**config.mk**
```make
export PLATFORM = sky130hd
export DESIGN_NAME = cba_div
export DESIGN_NICKNAME = d
export VERILOG_FILES = /design/src/sv/cba_pkg.sv /design/src/sv/cba_div.sv
export SDC_FILE = /design/constraint.sdc
export NUM_CORES = 1
export LEC_CHECK = 0
export BUFFER_PORTS_ARGS = -buffer_cell sky130_fd_sc_hd__buf_2
export CAP_MARGIN = 20
export CELL_PAD_IN_SITES_DETAIL_PLACEMENT = 0
export CELL_PAD_IN_SITES_GLOBAL_PLACEMENT = 1
export CORE_ASPECT_RATIO = 1.2
export CORE_MARGIN = 5
export CORE_UTILIZATION = 43
export CTS_CLUSTER_DIAMETER = 80
export DETAILED_ROUTE_END_ITERATION = 12
export PLACE_DENSITY = 0.75
export SYNTH_ARGS = -nofsm -noshare
export SYNTH_HDL_FRONTEND = slang
export SYNTH_SLANG_ARGS = --single-unit
export TNS_END_PERCENT = 10
```
**constraint.sdc**
```tcl
create_clock -name clock -period 2.5 [get_ports clock]
set_input_delay 0.125 -clock clock [delete_from_list [all_inputs] [get_ports clock]]
set_output_delay 0.125 -clock clock [all_outputs]
set_load 0.05 [all_outputs]
```
**src/sv/cba_pkg.sv**
```systemverilog
// Shared types and constants of the contiguous block allocator.
`timescale 1ns / 1ps
package cba_pkg;

   localparam int BLOCK_COUNT_DEF = 4096;
   localparam int BLOCK_BYTES_DEF = 8;

   localparam int SIZE_W   = 16;
   localparam int ADDR_W   = 32;
   localparam int DIV_W    = 32;
   localparam int ROW_BITS = 8;
   localparam int ROW_SH   = $clog2(ROW_BITS);
   localparam int CSR_AW   = 3;

   localparam logic CSR_IDX_POOL_BASE = 1'b0;

   typedef enum logic {
      OP_ALLOC = 1'b0,
      OP_FREE  = 1'b1
   } cba_op_type;

   typedef enum logic [1:0] {
      STATUS_OK       = 2'd0,
      STATUS_NO_SPACE = 2'd1,
      STATUS_BAD_ADDR = 2'd2,
      STATUS_PAST_END = 2'd3
   } cba_status_type;

   typedef enum logic [3:0] {
      S_CLEAR,
      S_IDLE,
      S_DIV_SIZE,
      S_EVAL,
      S_DIV_ADDR,
      S_SCAN_RD,
      S_SCAN,
      S_MUL,
      S_ADD,
      S_RMW_RD,
      S_RMW_WR,
      S_DONE
   } cba_state_type;

   typedef struct packed {
      logic             start;
      logic [DIV_W-1:0] dividend;
   } cba_div_req_type;

   typedef struct packed {
      logic             done;
      logic [DIV_W-1:0] quotient;
      logic [DIV_W-1:0] remainder;
   } cba_div_rsp_type;

   typedef struct packed {
      logic              valid;
      cba_status_type    status;
      logic [ADDR_W-1:0] address;
   } cba_result_type;

endpackage

```
**src/sv/cba_div.sv**
```systemverilog
// Block-size divider: reciprocal multiply, then remainder.
`timescale 1ns / 1ps
module cba_div #(
   parameter int BLOCK_BYTES = cba_pkg::BLOCK_BYTES_DEF
) (
   input  logic                     clock,
   input  logic                     reset,
   input  cba_pkg::cba_div_req_type div_req,
   output cba_pkg::cba_div_rsp_type div_rsp
);

   localparam int DW = cba_pkg::DIV_W;
   localparam int LW = $clog2(BLOCK_BYTES);
   localparam int SH = DW + LW;
   localparam int MW = DW + 1;
   localparam int PW = DW + MW;
   // ceil(2^SH / BLOCK_BYTES) gives an exact quotient for every DW-bit dividend
   localparam longint unsigned RECIP_L =
      ((64'd1 << SH) + 64'(BLOCK_BYTES) - 64'd1) / 64'(BLOCK_BYTES);
   localparam logic [MW-1:0] RECIP   = MW'(RECIP_L);
   localparam logic [DW-1:0] DIVISOR = DW'(BLOCK_BYTES);

   logic          mul_ff, mul_in;
   logic          sub_ff, sub_in;
   logic          done_ff, done_in;
   logic [DW-1:0] num_ff, num_in;
   logic [DW-1:0] quo_ff, quo_in;
   logic [DW-1:0] rem_ff, rem_in;
   logic [PW-1:0] product;

   assign product = PW'(num_ff) * PW'(RECIP);

   always_comb begin
      mul_in  = 1'b0;
      sub_in  = 1'b0;
      done_in = 1'b0;
      num_in  = num_ff;
      quo_in  = quo_ff;
      rem_in  = rem_ff;
      if (div_req.start) begin
         num_in = div_req.dividend;
         mul_in = 1'b1;
      end
      if (mul_ff) begin
         quo_in = DW'(product >> SH);
         sub_in = 1'b1;
      end
      if (sub_ff) begin
         rem_in  = num_ff - (quo_ff * DIVISOR);
         done_in = 1'b1;
      end
   end

   always_ff @(posedge clock) begin
      if (reset) begin
         mul_ff  <= 1'b0;
         sub_ff  <= 1'b0;
         done_ff <= 1'b0;
      end else begin
         mul_ff  <= mul_in;
         sub_ff  <= sub_in;
         done_ff <= done_in;
      end
      num_ff <= num_in;
      quo_ff <= quo_in;
      rem_ff <= rem_in;
   end

   assign div_rsp.done      = done_ff;
   assign div_rsp.quotient  = quo_ff;
   assign div_rsp.remainder = rem_ff;

endmodule

```
==> results.json, run 1 <==
{
  "status": "finished clean",
  "synth-main-ff-cell": "edfxtp_1",
  "hold_violations": 0,
  "ys_types": 47,
  "clock_power_share_pct": 33.3,
  "internal-power_mw": 3.30,
  "via_per_inst": 5.10,
  "area_growth_pct": 29.9,
  "finalPower_mw": 4.62,
  "synth-simple-area-share_pct": 9.45,
  "post-dp-hpwl_mm": 7.65,
  "crit_family": "compound AO/OA/AOI/OAI gates",
  "switchingPower_mw": 1.32,
  "power_frac_comb_pct": 23.7,
  "period_share_pct": 95.8,
  "htree_levels": 3,
  "seqPwrFrac_pct": 43.0,
  "critPathSlowestCell": "fa_1",
  "ff2ff_setup_slack_ns": 0.11,
  "clk_pin_slew_worst_paths_ns": 0.06,
  "crit_path_max_fanout": 3,
  "hp-class": "in -> reg",
  "synth_top_cell_by_area": "edfxtp_1",
  "firstDrtPassIters": 4,
  "wl_mm": 10.4,
  "ys_async_sr_fraction_pct": 0,
  "synthCells": 378,
  "yosysWarningCount": 0,
  "setup_tns_ns": 0,
  "synthTopCellsByArea": "edfxtp_1, ha_1, a21oi_1",
  "drcViolationCount": 0,
  "skew_ns": 0.00817,
  "avgSynthCellArea_um2": 12.3,
  "period_minus_slack_ns": 2.39,
  "rsz0062_at_grt": "yes",
  "p_leak_nw": 2.50,
  "dieArea_um2": 13000,
  "hold_start": "div_req[32]",
  "worst_pin_slew_ns": 0.807,
  "ctsLongestPathBuffers": 2,
  "synth_top_area_share_pct": 60.1,
  "first_global_vias": 3304,
  "yosysMostFrequentCell": "edfxtp_1",
  "synth_mux_area_share_pct": 0,
  "critPathArrivalTime_ns": 2.49,
  "clk_root_buffer_cell": "clkbuf_16",
  "synthTopCellsByCount": "edfxtp_1, inv_1, a21oi_1, ha_1, nand2_1",
  "wl_per_cell_um": 15.9,
  "reg2regPathDepth": 8,
  "min_path_cells": 1,
  "grt_first_pass_wirelength_mm": 16.4,
  "grt_overflow": 0,
  "cpPeakStageDelay_ns": 0.40,
  "swShare_pct": 28.6,
  "path_class": "reg -> reg",
  "netlist_area_um2": 4650,
  "routabilityCongestion": 0.863,
  "die_y_um": 124,
  "via_count": 3341,
  "worstPathCellList": "ha_2, fa_1, nand2b_1, a21oi_1, o21ai_0, a31oi_2, o21ai_0, xnor2_1",
  "grtUsageTotal_pct": 16.1,
  "synth-compound-area-share_pct": 12.6,
  "antenna_found_initial": 0,
  "dpl.cell_count": 606,
  "synth_edf_count": 93,
  "ios": 100,
  "cts_tree": "built",
  "initial_utilization_pct": 44.0,
  "slew_violations": 0,
  "synth-xor-area-share_pct": 4.33,
  "cp.required_ns": 2.59,
  "synth-seq-cells": 96,
  "cp.buffers_inverters": 0,
  "maxCapViolations": 0,
  "peakVddDrop_uv": 325,
  "final_cells": 655,
  "final_nets": 585,
  "insertion_delay_ns": 0.34,
  "die_x_um": 105,
  "start_kind": "register",
  "powerDensity_nw_per_um2": 766,
  "synth_top_family_by_area": "compound AO/OA/AOI/OAI gates",
  "core_area_um2": 10600,
  "drtIter0Drc": 159,
  "cp_common_cell": "o21ai_0",
  "end_kind": "register",
  "drive_above_1_share_pct": 25.9,
  "setup_viol": 0,
  "r2r-end": "rem_ff[29]",
  "insertedDiodeCount": 0,
  "reg2reg_from": "quo_ff[0]",
  "synth-seq-area-share_pct": 61.4,
  "finish.utilization_pct": 57.1,
  "min_to": "num_ff[5]",
  "fmax_mhz": 418,
  "numCtsBuffers": 9,
  "synthAdderAreaFrac_pct": 7.97,
  "cts_sinks": 96,
  "grt_max_degree": 34,
  "hold_ws_ns": 0.420,
  "relSlewSlack_pct": 46.2,
  "drtAntennaViolNets": 0,
  "num_rows": 41,
  "io_buffers": 96
}
## flip-flops by register name, indices dropped and copies added (netlist names)
name / cells
done_ff: 1
mul_ff: 1
num_ff: 32
quo_ff: 29
rem_ff: 32
sub_ff: 1
## layout make-up
cell class / instances / area (um2)
fill: 908 / 4530
sequential: 96 / 2850
multi-input combinational: 237 / 1640
timing repair buffer: 140 / 906
clock buffer: 10 / 229
tap: 129 / 161
inverter: 37 / 139
clock inverter: 6 / 109
## per-layer routing
layer,global-route usage (%),vias to the layer above,share of wire (%)
li1,-,1671,-
met1,20.5,1571,44
met2,26.8,86,49
met3,3.37,13,5.6
met4,6.47,0,1.7
met5,0,-,0
## cell usage in the layout, fill, tap and decap left out, types with 16 or more instances in the layout
cell / count
a21oi_1: 28
nand2_1: 27
nor2_1: 16
edfxtp_1: 93
dlygate4sd3_1: 33
inv_1: 37
ha_1: 27
o21ai_0: 21
buf_2: 96
xnor2_1: 16
## stage by stage
stage               instance area (um2)  setup slack (ns)
floorplan                          4660          -0.00982
global placement                   5340            0.0522
detailed placement                 5340            0.0272
CTS                                6010            0.0241
global route                       6040           -0.0646
finish                             6040             0.106
## power by group through the flow
stage / sequential (mW) / clock [mW] / combinational [mW]
after global routing: 2.00 / 1.64 / 1.20
after detailed placement: 2.02 / 0 / 1.04
after floorplan: 2.25 / 0 / 0.540
final: 1.99 / 1.54 / 1.10
after global placement: 2.01 / 0 / 1.04
after CTS: 1.99 / 1.58 / 1.09
## logic make-up after synthesis
logic type      Yosys count
compound gates           93
simple gates             89
xor+xnor                 23
fa+ha+maj                29
buf+inv                  47
other cells               1
flops                    96
## worst max-delay path by stage
stage,start,end,slack [ns],cells past startpoint
after floorplan,quo_ff[25],rem_ff[31],-0.01,8
after global placement,quo_ff[0],rem_ff[29],0.05,8
after detailed placement,quo_ff[0],rem_ff[29],0.03,8
after CTS,quo_ff[0],rem_ff[29],0.02,8
after global routing,quo_ff[0],rem_ff[29],-0.06,8
final,quo_ff[0],rem_ff[29],0.11,8
## timing repair
action                                  4_1_cts  5_1_grt
setup buffers                                 0        0
endpoints found under the setup margin        1        9
gates resized for setup                       0        7
hold buffers                                 33        0
endpoints found under the hold margin        35        0
pin swaps                                     1        0
Power figures use the tool's default switching activity.
==> run 2, diff against run 1 <==
==> constraint.sdc (replaced) <==
create_clock -name clock -period 2.5 [get_ports clock]
set_input_delay 0.125 -clock clock [delete_from_list [all_inputs] [get_ports clock]]
set_output_delay 0.125 -clock clock [all_outputs]
set_load 0.01 [all_outputs]
==> results.json, run 2 (synthesis results as in run 1) <==
{
  "cts_sinks": 96,
  "numCtsBuffers": 9,
  "worst_pin_slew_ns": 0.765,
  "first_global_vias": 3369,
  "clk_root_buffer_cell": "clkbuf_16",
  "highest_layer": "met4",
  "grtUsageTotal_pct": 16.3,
  "crit_path_max_fanout": 3,
  "antenna_found_initial": 0,
  "slew_violations": 0,
  "die_x_um": 105,
  "skew_ns": 0.00477,
  "drive_above_1_share_pct": 25.7,
  "hold_start": "div_req[32]",
  "via_per_inst": 5.12,
  "final_common_cell": "buf_2",
  "grt_max_degree": 34,
  "finalPower_mw": 4.12,
  "finish.utilization_pct": 56.3,
  "post-dp-hpwl_mm": 7.58,
  "wl_met1_mm": 4.56,
  "ff2ff_setup_slack_ns": 0.17,
  "via_count": 3350,
  "grt_first_pass_wirelength_mm": 16.6,
  "r2r-end": "rem_ff[29]",
  "dieArea_um2": 13000,
  "initial_utilization_pct": 44.0,
  "period_share_pct": 93.2,
  "critPathArrivalTime_ns": 2.43,
  "grt_overflow": 0,
  "powerDensity_nw_per_um2": 692,
  "period_minus_slack_ns": 2.33,
  "start_kind": "register",
  "p_leak_nw": 2.45,
  "reg2reg_from": "quo_ff[0]",
  "stdcell_area_um2": 5950,
  "htree_levels": 3,
  "wl_met2_mm": 4.90,
  "path_class": "reg -> reg",
  "status": "finished clean",
  "top_regs": "num_ff (32), rem_ff (32), quo_ff (29)",
  "place_area_um2": 5310,
  "end_kind": "register",
  "core_area_um2": 10600,
  "hp-class": "in -> reg",
  "reg2regPathDepth": 9,
  "insertion_delay_ns": 0.34,
  "setup_viol": 0,
  "drtAntennaViolNets": 0,
  "layout_common_cells": "buf_2, edfxtp_1, inv_1",
  "maxCapViolations": 0,
  "ctsLongestPathBuffers": 2,
  "hold_violations": 0,
  "fmax_mhz": 429,
  "clk_pin_slew_worst_paths_ns": 0.06,
  "firstDrtPassIters": 4,
  "relSlewSlack_pct": 49.0,
  "cp-startpoint": "quo_ff[0]",
  "hold_ws_ns": 0.405,
  "area_growth_pct": 28.0,
  "wl_per_cell_um": 15.7,
  "wl_met3_um": 632,
  "min_to": "num_ff[6]",
  "io_buffers": 96,
  "cp.required_ns": 2.60,
  "drcViolationCount": 0,
  "insertedDiodeCount": 0,
  "die_y_um": 124,
  "drtIter0Drc": 177,
  "routabilityCongestion": 0.834,
  "ios": 100,
  "peakVddDrop_uv": 391,
  "final_nets": 584,
  "min_path_cells": 1,
  "cts_tree": "built",
  "rsz0062_at_grt": "yes",
  "wl_mm": 10.3,
  "num_rows": 41
}
run 2: changes by cell type in the layout (fill, tap and decap cells not counted), sizes merged:
cell,before,now
buf,107,106
bufinv,3,0
clkinvlp,0,3
run 2: power by group:
part | switching, mW | internal (mW)
Combinational | 0.504 | 0.386
Clock | 0.576 | 0.667
Sequential | 0.0495 | 1.93
Total | 1.13 | 2.99
run 2: worst max-delay path, stage by stage, from the launching register on:
cell      delay (ns)
edfxtp_1        0.39
ha_1            0.24
fa_1            0.40
nand2b_1        0.20
a21oi_2         0.19
o21ai_1         0.12
a31oi_1         0.17
buf_4           0.14
o21ai_0         0.10
xnor2_1         0.13
run 2: timing repair:
item	in CTS	in global routing
gates resized for setup	0	14
endpoints found under the setup margin	2	15
setup buffers	1	0
hold buffers	33	0
pin swaps	1	0
endpoints found under the hold margin	35	0
run 2: area by class of cell:
| type | count | area (um2) |
|---|---|---|
| Tap cell | 129 | 161 |
| Clock buffer | 10 | 229 |
| Inverter | 37 | 139 |
| Sequential cell | 96 | 2850 |
| Multi-Input combinational cell | 237 | 1640 |
| Fill cell | 935 | 4620 |
| Timing Repair Buffer | 139 | 886 |
| Clock inverter | 6 | 36.3 |
run 2: worst max path at each step:
stage / end / depth (start not counted)
detailed placement: rem_ff[29] / 8
global route: rem_ff[29] / 9
CTS: rem_ff[28] / 8
floorplan: rem_ff[29] / 8
global placement: rem_ff[29] / 8
finish: rem_ff[29] / 9
run 2: routing by layer:
layer | track usage [%] | up-vias
li1 | - | 1667
met1 | 20.7 | 1594
met2 | 26.5 | 78
met3 | 4.72 | 11
met4 | 6.24 | 0
met5 | 0 | -
run 2: per-stage QoR:
step | setup TNS (ns) | std cells | setup slack [ns]
after floorplan | 0 | 380 | 0.236
after global placement | 0 | 604 | 0.0225
after CTS | 0 | 654 | 0.0191
after detailed placement | -0.0223 | 604 | -0.0223
final | 0 | 654 | 0.170
after global routing | -0.00927 | 654 | -0.00927
==> run 3, diff against run 2 <==
Settings changed: CELL_PAD_IN_SITES_DETAIL_PLACEMENT 0 to not set, CELL_PAD_IN_SITES_GLOBAL_PLACEMENT 1 to not set, CORE_ASPECT_RATIO 1.2 to 0.5, CORE_UTILIZATION 43 to 45, GPL_ROUTABILITY_DRIVEN set to 0, PLACE_DENSITY 0.75 to 0.64.
==> results.json, run 3 (synthesis results as in run 1) <==
{
  "final_common_cell": "buf_2",
  "grt_overflow": 0,
  "skew_ns": 0.00531,
  "place_area_um2": 5340,
  "min_path_cells": 0,
  "io_buffers": 96,
  "reg2reg_from": "num_ff[18]",
  "hold_ws_ns": 0.426,
  "critPathSlowestCell": "ha_1",
  "cp.buffers_inverters": 0,
  "clk_pin_slew_worst_paths_ns": 0.07,
  "worst_pin_slew_ns": 0.872,
  "p_leak_nw": 2.50,
  "end_kind": "register",
  "powerDensity_nw_per_um2": 734,
  "multi_input_area_um2": 1650,
  "path_class": "reg -> reg",
  "period_minus_slack_ns": 2.37,
  "crit_family": "compound AO/OA/AOI/OAI gates",
  "relSlewSlack_pct": 41.9,
  "r2r-end": "rem_ff[28]",
  "worstPathCellList": "ha_1, and4_1, nand2_1, nor3_1, o21ai_0, a221o_1, a221oi_2",
  "dpl.cell_count": 617,
  "drive_above_1_share_pct": 26.6,
  "peakVddDrop_uv": 333,
  "die_y_um": 81.9,
  "setup_viol": 0,
  "top_regs": "num_ff (32), rem_ff (32), quo_ff (29)",
  "ff2ff_setup_slack_ns": 0.13,
  "critPathArrivalTime_ns": 2.55,
  "finalPower_mw": 4.45,
  "cp-startpoint": "num_ff[18]",
  "crit_path_max_fanout": 7,
  "htree_levels": 3,
  "fmax_mhz": 421,
  "regArea_um2": 2850,
  "worst_slack_ns": 0.127,
  "wl_per_cell_um": 15.5,
  "crit_end": "rem_ff[28]",
  "grt_first_pass_wirelength_mm": 16.3,
  "hold_violations": 0,
  "grt_max_degree": 34,
  "via_count": 3354,
  "drtAntennaViolNets": 0,
  "start_kind": "register",
  "crit_cells": 7,
  "finish.utilization_pct": 59.7,
  "initial_utilization_pct": 45.8,
  "dieArea_um2": 12600,
  "cpPeakStageDelay_ns": 0.41,
  "rsz0062_at_grt": "yes",
  "wl_mm": 10.4,
  "core_area_um2": 10100,
  "ios": 100,
  "insertedDiodeCount": 0,
  "final_nets": 586,
  "first_global_vias": 3326,
  "cp.required_ns": 2.68,
  "post-dp-hpwl_mm": 7.45,
  "area_growth_pct": 30.4,
  "place_ws_ns": 0.0194,
  "status": "finished clean",
  "maxCapViolations": 0,
  "stdcell_area_um2": 6060,
  "grtUsageTotal_pct": 16.7,
  "period_share_pct": 94.9,
  "layout_common_cells": "buf_2, edfxtp_1, inv_1",
  "num_rows": 26,
  "drcViolationCount": 0,
  "firstDrtPassIters": 5,
  "via_per_inst": 5.03,
  "cts_tree": "built",
  "setup_tns_ns": 0,
  "insertion_delay_ns": 0.34,
  "clk_root_buffer_cell": "clkbuf_16",
  "reg2regPathDepth": 7,
  "final_cells": 667,
  "numCtsBuffers": 9,
  "drtIter0Drc": 152,
  "ctsLongestPathBuffers": 2,
  "cts_sinks": 96,
  "num-fill-cells": 860,
  "slew_violations": 0,
  "die_x_um": 154,
  "antenna_found_initial": 0,
  "hp-class": "reg -> reg"
}
run 3: cell types whose count changed in the layout (fill, tap and decap cells not counted), moves of 2 or more:
cell	before	now
buf_4	10	12
o21ai_1	7	5
o21ai_0	16	18
clkinv_2	2	0
clkinvlp_4	3	1
bufinv_16	0	3
run 3: how the worst min path moves through the flow:
| stage | startpoint | end | slack (ns) |
|---|---|---|---|
| floorplan | reset | done_ff | 0.20 |
| global placement | div_req[13] | num_ff[13] | 0.30 |
| detailed placement | div_req[6] | num_ff[6] | 0.30 |
| CTS | num_ff[0] | rem_ff[0] | 0.43 |
| global route | num_ff[1] | rem_ff[1] | 0.43 |
| finish | num_ff[0] | rem_ff[0] | 0.43 |
run 3: per-layer routing:
metal,up-vias,track usage (%),wire (um)
li1,1679,-,-
met5,-,0,0
met3,10,4.32,612
met4,0,6.52,128
met1,1577,21.0,4800
met2,88,28.2,4830
run 3: cell type report:
cell class / instances / area share [%]
Clock buffer: 9 / 3.72
Clock inverter: 7 / 1.96
Inverter: 37 / 2.29
Multi-Input combinational cell: 237 / 27.2
Sequential cell: 96 / 47.1
Tap cell: 140 / 2.89
Timing Repair Buffer: 141 / 14.9
run 3: worst register-to-register path: stages (launching register included):
cell      delay (ns)
edfxtp_1        0.40
ha_1            0.41
and4_1          0.30
nand2_1         0.10
nor3_1          0.19
o21ai_0         0.20
a221o_1         0.38
a221oi_2        0.23
run 3: what timing repair did:
item,in CTS,in global routing
gates cloned,0,0
setup endpoints to repair,1,9
setup buffers,0,1
hold buffers,33,0
resized for setup,1,12
endpoints found under the hold margin,35,0
pin swaps,0,1
run 3: where the power goes:
part / internal (mW) / leakage [nW] / switching, mW
Combinational: 0.388 / 1.43 / 0.500
Sequential: 1.93 / 0.904 / 0.0505
Clock: 0.979 / 0.164 / 0.597
